**src/design/four_channel_servo_slew_ramp_assert.svh**
```systemverilog
// Assertion macros for the servo slew ramp block.
// Used by modules that check their own state; needs clk and rst_n in scope.
`ifndef FOUR_CHANNEL_SERVO_SLEW_RAMP_ASSERT_SVH
`define FOUR_CHANNEL_SERVO_SLEW_RAMP_ASSERT_SVH

// Same-cycle implication, off while in reset.
`define FCSSR_ASSERT(lbl, ante, cons, msg) \
  lbl: assert property (@(posedge clk) disable iff (!rst_n) (ante) |-> (cons)) \
    else $error(msg);

// Next-cycle implication, off while in reset.
`define FCSSR_ASSERT_NXT(lbl, ante, cons, msg) \
  lbl: assert property (@(posedge clk) disable iff (!rst_n) (ante) |=> (cons)) \
    else $error(msg);

`endif

```
**src/design/fcssr_pkg.sv**
```systemverilog
// Shared types and constants for the four-channel servo slew ramp.
// No dependencies.
`default_nettype none

package fcssr_pkg;

  localparam int unsigned NUM_SLOTS = 4;
  // Channels at this index and above are never stepped or loaded.
  localparam int unsigned CHANNELS  = 4;

  localparam logic [15:0] BASE_RESET = 16'd1760;
  localparam logic [7:0]  GAIN_RESET = 8'd33;

  // Power-up widths: base + gain * {43, 45, 28, 45}.
  localparam logic [15:0] RESET_WIDTH [NUM_SLOTS] = '{
    16'(32'd1760 + 32'd43 * 32'd33),
    16'(32'd1760 + 32'd45 * 32'd33),
    16'(32'd1760 + 32'd28 * 32'd33),
    16'(32'd1760 + 32'd45 * 32'd33)
  };

  typedef enum logic [1:0] {
    MODE_TICK = 2'd0,
    MODE_DEG  = 2'd1,
    MODE_RAW  = 2'd2,
    MODE_NONE = 2'd3
  } mode_t;

  typedef enum logic [0:0] {
    REG_PULSE_BASE       = 1'b0,
    REG_PULSE_PER_DEGREE = 1'b1
  } reg_idx_t;

  typedef struct packed {
    logic [1:0]  mode;
    logic [15:0] target_0;
    logic [15:0] target_1;
    logic [15:0] target_2;
    logic [15:0] target_3;
  } in_item_t;

  typedef struct packed {
    logic [15:0] duty_0;
    logic [15:0] duty_1;
    logic [15:0] duty_2;
    logic [15:0] duty_3;
    logic [15:0] goal_0;
    logic [15:0] goal_1;
    logic [15:0] goal_2;
    logic [15:0] goal_3;
    logic        moving;
  } out_item_t;

  // What one lane reports for the item being accepted.
  typedef struct packed {
    logic [15:0] duty;
    logic [15:0] goal;
    logic        differs;
  } lane_stat_t;

endpackage

`default_nettype wire

```
**src/design/four_channel_servo_slew_ramp.sv**
```systemverilog
// Four-channel servo slew ramp, one item per clock with a registered result
// beat. The result of each item appears in the cycle after it is accepted; a new
// beat is taken in every cycle in which the held result is either absent or
// being taken, so the rate is one item per cycle, set by the single lane update
// stage and the output register. Each tick moves every active channel one unit
// toward its target; degree loads use base + degrees * gain, saturating at
// 65535. Registers: index 0 pulse_base, index 1 pulse_per_degree.
// Depends on fcssr_pkg, fcssr_lane and fcssr_merge.
`default_nettype none

module four_channel_servo_slew_ramp (
  input  wire logic                  clk,
  input  wire logic                  rst_n,
  input  wire logic                  in_valid,
  output logic                       in_stall,
  input  wire fcssr_pkg::in_item_t   in_data,
  output logic                       out_valid,
  input  wire logic                  out_stall,
  output fcssr_pkg::out_item_t       out_data,
  input  wire logic                  cfg_we,
  input  wire logic [0:0]            cfg_index,
  input  wire logic [15:0]           cfg_wdata
);
  import fcssr_pkg::*;

  logic        accept;
  logic [15:0] base_r;
  logic [7:0]  gain_r;
  logic [15:0] tgt_field [NUM_SLOTS];
  lane_stat_t [NUM_SLOTS-1:0] lane_stat;

  // Held beat not taken this cycle blocks the input.
  assign in_stall = out_valid && out_stall;
  assign accept   = in_valid && !in_stall;

  always_ff @(posedge clk) begin
    if (!rst_n) begin
      base_r <= BASE_RESET;
      gain_r <= GAIN_RESET;
    end else if (cfg_we) begin
      case (reg_idx_t'(cfg_index))
        REG_PULSE_BASE:       base_r <= cfg_wdata;
        REG_PULSE_PER_DEGREE: gain_r <= cfg_wdata[7:0];
        default:              ;
      endcase
    end
  end

  assign tgt_field[0] = in_data.target_0;
  assign tgt_field[1] = in_data.target_1;
  assign tgt_field[2] = in_data.target_2;
  assign tgt_field[3] = in_data.target_3;

  for (genvar g = 0; g < NUM_SLOTS; g++) begin : g_lane
    fcssr_lane u_lane (
      .clk              (clk),
      .rst_n            (rst_n),
      .active           (g < CHANNELS),
      .reset_width      (RESET_WIDTH[g]),
      .accept           (accept),
      .mode             (in_data.mode),
      .target_in        (tgt_field[g]),
      .pulse_base       (base_r),
      .pulse_per_degree (gain_r),
      .stat             (lane_stat[g])
    );
  end

  fcssr_merge u_merge (
    .clk       (clk),
    .rst_n     (rst_n),
    .accept    (accept),
    .lanes     (lane_stat),
    .out_stall (out_stall),
    .out_valid (out_valid),
    .out_data  (out_data)
  );

endmodule

`default_nettype wire

```
**src/design/fcssr_lane.sv**
```systemverilog
// One servo channel: current and target width, slew step and target load.
// Depends on fcssr_pkg and four_channel_servo_slew_ramp_assert.svh.
`default_nettype none

`include "four_channel_servo_slew_ramp_assert.svh"

module fcssr_lane (
  input  wire logic                    clk,
  input  wire logic                    rst_n,
  input  wire logic                    active,
  input  wire logic [15:0]             reset_width,
  input  wire logic                    accept,
  input  wire logic [1:0]              mode,
  input  wire logic [15:0]             target_in,
  input  wire logic [15:0]             pulse_base,
  input  wire logic [7:0]              pulse_per_degree,
  output fcssr_pkg::lane_stat_t        stat
);
  import fcssr_pkg::*;

  logic [15:0] cur_r, cur_nxt;
  logic [15:0] tgt_r, tgt_nxt;
  logic [15:0] prod;
  logic [16:0] deg_sum;
  logic [15:0] deg_width;

  // 8x8 product plus base; a carry out means saturate.
  assign prod      = 16'(target_in[7:0]) * 16'(pulse_per_degree);
  assign deg_sum   = {1'b0, pulse_base} + {1'b0, prod};
  assign deg_width = deg_sum[16] ? 16'hFFFF : deg_sum[15:0];

  always_comb begin
    cur_nxt = cur_r;
    tgt_nxt = tgt_r;
    if (active) begin
      case (mode_t'(mode))
        MODE_TICK: begin
          if (cur_r < tgt_r) begin
            cur_nxt = cur_r + 16'd1;
          end else if (cur_r > tgt_r) begin
            cur_nxt = cur_r - 16'd1;
          end
        end
        MODE_DEG:  tgt_nxt = deg_width;
        MODE_RAW:  tgt_nxt = target_in;
        default:   ;
      endcase
    end
  end

  always_ff @(posedge clk) begin
    if (!rst_n) begin
      cur_r <= reset_width;
      tgt_r <= reset_width;
    end else if (accept) begin
      cur_r <= cur_nxt;
      tgt_r <= tgt_nxt;
    end
  end

  assign stat.duty    = cur_nxt;
  assign stat.goal    = tgt_nxt;
  assign stat.differs = active && (cur_nxt != tgt_nxt);

  `FCSSR_ASSERT(a_idle_lane_fixed, !active, (cur_r == reset_width) && (tgt_r == reset_width), "inactive lane left reset")
  `FCSSR_ASSERT_NXT(a_load_holds_cur, rst_n && accept && (mode != MODE_TICK), $stable(cur_r), "load moved current width")
  `FCSSR_ASSERT_NXT(a_tick_holds_tgt, rst_n && accept && (mode == MODE_TICK), $stable(tgt_r), "tick changed target")
  `FCSSR_ASSERT_NXT(a_tick_one_step, rst_n && accept && (mode == MODE_TICK), (cur_r == $past(cur_r)) || (cur_r == $past(cur_r) + 16'd1) || (cur_r == $past(cur_r) - 16'd1), "slew step larger than one")

endmodule

`default_nettype wire

```
**src/design/fcssr_merge.sv**
```systemverilog
// Merge stage: packs lane results into the output beat and ORs the moving flags.
// Depends on fcssr_pkg.
`default_nettype none

module fcssr_merge (
  input  wire logic                                        clk,
  input  wire logic                                        rst_n,
  input  wire logic                                        accept,
  input  wire fcssr_pkg::lane_stat_t [fcssr_pkg::NUM_SLOTS-1:0] lanes,
  input  wire logic                                        out_stall,
  output logic                                             out_valid,
  output fcssr_pkg::out_item_t                             out_data
);
  import fcssr_pkg::*;

  logic      out_valid_r;
  out_item_t out_data_r;
  out_item_t beat_nxt;
  logic      any_moving;

  always_comb begin
    any_moving = 1'b0;
    for (int k = 0; k < NUM_SLOTS; k++) begin
      any_moving = any_moving | lanes[k].differs;
    end
    beat_nxt.duty_0 = lanes[0].duty;
    beat_nxt.duty_1 = lanes[1].duty;
    beat_nxt.duty_2 = lanes[2].duty;
    beat_nxt.duty_3 = lanes[3].duty;
    beat_nxt.goal_0 = lanes[0].goal;
    beat_nxt.goal_1 = lanes[1].goal;
    beat_nxt.goal_2 = lanes[2].goal;
    beat_nxt.goal_3 = lanes[3].goal;
    beat_nxt.moving = any_moving;
  end

  always_ff @(posedge clk) begin
    if (!rst_n) begin
      out_valid_r <= 1'b0;
    end else if (accept) begin
      out_valid_r <= 1'b1;
    end else if (!out_stall) begin
      out_valid_r <= 1'b0;
    end
  end

  always_ff @(posedge clk) begin
    if (accept) begin
      out_data_r <= beat_nxt;
    end
  end

  assign out_valid = out_valid_r;
  assign out_data  = out_data_r;

endmodule

`default_nettype wire
```
**config.mk**
```make
export PLATFORM = sky130hd
export DESIGN_NAME = four_channel_servo_slew_ramp
export DESIGN_NICKNAME = d
export VERILOG_FILES = /design/src/design/fcssr_pkg.sv /design/src/design/four_channel_servo_slew_ramp.sv /design/src/design/fcssr_lane.sv /design/src/design/fcssr_merge.sv
export VERILOG_INCLUDE_DIRS = /design/src /design/src/design
export SDC_FILE = /design/constraint.sdc
export NUM_CORES = 1
export LEC_CHECK = 0
export BUFFER_PORTS_ARGS = -buffer_cell sky130_fd_sc_hd__buf_4
export CAP_MARGIN = 20
export CELL_PAD_IN_SITES_DETAIL_PLACEMENT = 1
export CELL_PAD_IN_SITES_GLOBAL_PLACEMENT = 2
export CORE_MARGIN = 8
export CORE_UTILIZATION = 35
export CTS_BUF_LIST = sky130_fd_sc_hd__clkbuf_8
export CTS_CLUSTER_DIAMETER = 60
export DETAILED_ROUTE_END_ITERATION = 6
export PLACE_DENSITY_LB_ADDON = 0.12
export RECOVER_POWER = 25
export SLEW_MARGIN = 5
export SYNTH_ARGS = -nofsm -noshare
export SYNTH_HDL_FRONTEND = slang
export SYNTH_SLANG_ARGS = --single-unit
```
**constraint.sdc**
```tcl
create_clock -name clk -period 6.58 [get_ports clk]
set_clock_uncertainty 0.2 [all_clocks]
set_input_delay 1.316 -clock clk [delete_from_list [all_inputs] [get_ports clk]]
set_output_delay 1.316 -clock clk [all_outputs]
set_load 0.1 [all_outputs]
```
==> flow_summary.yaml <==
run_status:
  status: "finished, violations left"
  violations: "capacitance limit, slew limit, setup timing"
floorplanning:
  core_um2: 75400
  die_h_um: 291
  rows: 101
  boundaryPins: 219
  dieArea_um2: 84800
  start_util_pct: 35.1
  die_w_um: 291
yosys:
  synthTopCellsByArea: "fa_1, edfxtp_1, dfxtp_1"
  yosysTopAreaCellShare_pct: 15.4
  synth_common_cells: "inv_1, nand2_1, ha_1"
  ys_async_sr_fraction_pct: 0
  syn_nets: 3579
  synth_most_common_cell: "inv_1"
  synth-seq-area-share_pct: 26.2
  synth_cells: 3068
  avgSynthCellArea_um2: 8.64
  ys_warn_count: 0
  synth_seq_cells: 282
  yosysTopAreaCell: "fa_1"
  yosysUniqueCellTypes: 105
  synth_enable_flop_cells: 129
  ys.flop_type: "dfxtp_1"
  syn_area_um2: 26500
power_and_ir_drop:
  ir_drop_v: 0.000179
  internal_power_mw: 4.79
  seq_power_share_pct: 24.9
  pwr-share-clk_pct: 22.9
  leakage_nw: 15.3
  power_frac_comb_pct: 52.2
  power_density_nw_per_um2: 253
  switching_power_mw: 3.57
  netSwitchingFraction_pct: 42.7
clock_tree:
  cts_tree: "done"
  numCtsBuffers: 56
  cts_buffer_depth: 3
  clockRootBuffer: "clkbuf_8"
  clock_latency_ps: 650
  clkSlewWorstSetupHoldPaths_ps: 60
  htreeDepth: 2
  clock-sinks: 282
drt:
  drt-wirelength-per-cell_um: 22.5
  avgViaCountPerCell: 5.26
  vias: 24000
  wl_um: 103000
  dr.first_iter.drc_count: 1140
  drtPass1Iterations: 5
  antenna_left: 0
  drc: 0
setup_path:
  cp-start-kind: "input pin"
  arrival_ps: 6820
  required_ps: 6760
  reg2reg_depth: 22
  worstReg2RegStart: "gain_r[0]"
  worstSetupEndpointType: "flop"
  critPathKind: "in2reg"
  worst_r2r_endpoint: "u_merge.out_data[0]"
  r2r_slack_ps: 70
  crit_fanout: 7
sta:
  timing.slew.headroom_pct: -120
  fin_ws_ps: -62.6
  report.final.hold_viol_count: 0
  post-route-min-period_ps: 6640
  rsz0062_at_grt: "yes"
  setup_violations: 1
  drv_slew: 88
  tightest_slew_ps: 3310
  fin_crit_sh_pct: 101
  fmax_mhz: 151
place:
  io_buffers: 218
  dp_slack_ps: -784
  place_congestion: 0.866
  place_hpwl_um: 81100
worst_hold_path:
  min_from: "base_r[4]"
  holdPathEnd: "base_r[4]"
  whs_path_depth: 2
  min-delay-path-class: "reg2reg"
final_layout:
  fin_util_pct: 43.8
  nFillCells: 8840
  seq_area_um2: 6940
  layout-drive-gt1-share_pct: 19.7
  areaGrowthSynthToFinish_pct: 24.7
  nets: 4050
  multi_input_area_um2: 17600
global_routing:
  grt_pass1_vias: 26395
  grt.total_usage_pct: 23.5
  overflow: 0
  grt_max_degree: 126
  grt_pass1_wl_um: 156000
  antenna_found_initial: 2
job:
  cap_viol_max_count: 2
[cell families (layout without fill, tap and decap cells)]
family | Yosys count | after routing | share of synthesized area (%)
and+or+nand+nor | 1027 | 1027 | 19.4
buffers and inverters | 630 | 1148 | 9.03
AOI/OAI and AO/OA | 516 | 516 | 13.0
adders and majority gates | 423 | 423 | 25.8
DFF | 282 | 282 | 26.2
xor gates and xnor gates | 158 | 158 | 5.33
muxes | 32 | 32 | 1.28
other | 0 | 3 | 0
[repair_timing]
item,4_1_cts,5_1_grt
gates cloned,0,1
pin swaps,2,60
resized for setup,4,100
hold buffers,0,0
setup buffers,1,14
setup endpoints to repair,1,1
[placed cells by master, fill, tap and decap left out, types with 15 or more instances in the layout]
cell type and n:
dfxtp_1 152, clkbuf_1 49, nand2b_1 21, nand4_1 46, clkbuf_8 64, o21a_1 22, o211ai_1 41, buf_4 479
and2_1 140, o21ai_0 108, nand2_1 355, xor2_1 68, nand3_1 109, a21oi_1 125, a31oi_1 15, xnor2_1 83
nor3_1 32, and3_1 25, a211oi_1 42, fa_1 201, nor2b_1 21, nor2_1 142, ha_1 209, nor4_1 25
inv_1 493, mux2i_1 28, edfxtp_1 129, or3_1 34, a21o_1 22
[worst max path at each step]
stage                start             endpoint  slack (ps)  cells after the start
4_1_cts        in_data[36]  u_merge.out_data[0]          20                     21
2_1_floorplan   in_data[5]  u_merge.out_data[0]        -290                     23
5_1_grt         in_data[5]  u_merge.out_data[0]        -220                     23
3_5_place_dp   in_data[22]  u_merge.out_data[0]        -780                     23
6_report        in_data[3]  u_merge.out_data[0]         -60                     23
3_3_place_gp   in_data[37]  u_merge.out_data[0]        -690                     22
[power by group through the flow]
| stage | combinational [mW] | sequential (mW) | clock, mW |
|---|---|---|---|
| floorplan | 2.01 | 2.59 | 0 |
| global placement | 4.10 | 2.12 | 0 |
| detailed placement | 4.17 | 2.11 | 0 |
| CTS | 4.20 | 2.08 | 1.97 |
| global route | 4.77 | 2.09 | 2.04 |
| finish | 4.36 | 2.08 | 1.92 |
[state kept, by name, summed over array words and instances (netlist names)]
register and cells:
u_merge.out_data 129, gain_r 8, g_lane.u_lane.cur_r 64, u_merge.out_valid 1, base_r 16, g_lane.u_lane.tgt_r 64
[worst max-delay path, stage by stage]
cell and delay (ps):
buf_6 90, and2_4 150, fa_1 540, inv_2 40, fa_1 490, inv_2 40
fa_1 510, inv_2 60, fa_1 530, inv_2 50, ha_4 250, and2_4 150
a221oi_4 280, a21oi_2 130, or4b_4 570, buf_6 160, a41oi_2 150, a311o_1 190
xnor2_1 130, nand2_1 70, or4_4 560, nor4_4 260, nand4_1 110
[metal layers]
metal,up-vias,track usage [%],share of wire [%]
met5,-,0,0
met4,0,5.73,2.3
met3,136,2.95,4.0
met2,490,43.7,52
met1,12142,28.5,42
li1,11232,-,-
[layout make-up]
cell class                      instances  share of cell area [%]
Clock buffer                           64                    2.67
Sequential cell                       282                    21.0
Timing Repair Buffer                  558                    12.8
Inverter                              485                    5.54
Tap cell                              978                    3.70
Clock inverter                         41                   0.920
Antenna cell                            3                  0.0227
Multi-Input combinational cell       2156                    53.3
[metrics by stage]
| step | hold slack [ps] | setup TNS, ps | cell area [µm²] | std cells | power [mW] |
|---|---|---|---|---|---|
| CTS | 256 | 0 | 32600 | 4549 | 8.25 |
| floorplan | 236 | -295 | 26500 | 3068 | 4.59 |
| detailed placement | 247 | -1630 | 31400 | 4443 | 6.28 |
| global placement | 241 | -1200 | 31400 | 4442 | 6.21 |
| finish | 259 | -62.6 | 33000 | 4567 | 8.36 |
| global route | 285 | -217 | 33000 | 4565 | 8.90 |
No activity file was read; power rests on OpenSTA's default activity.
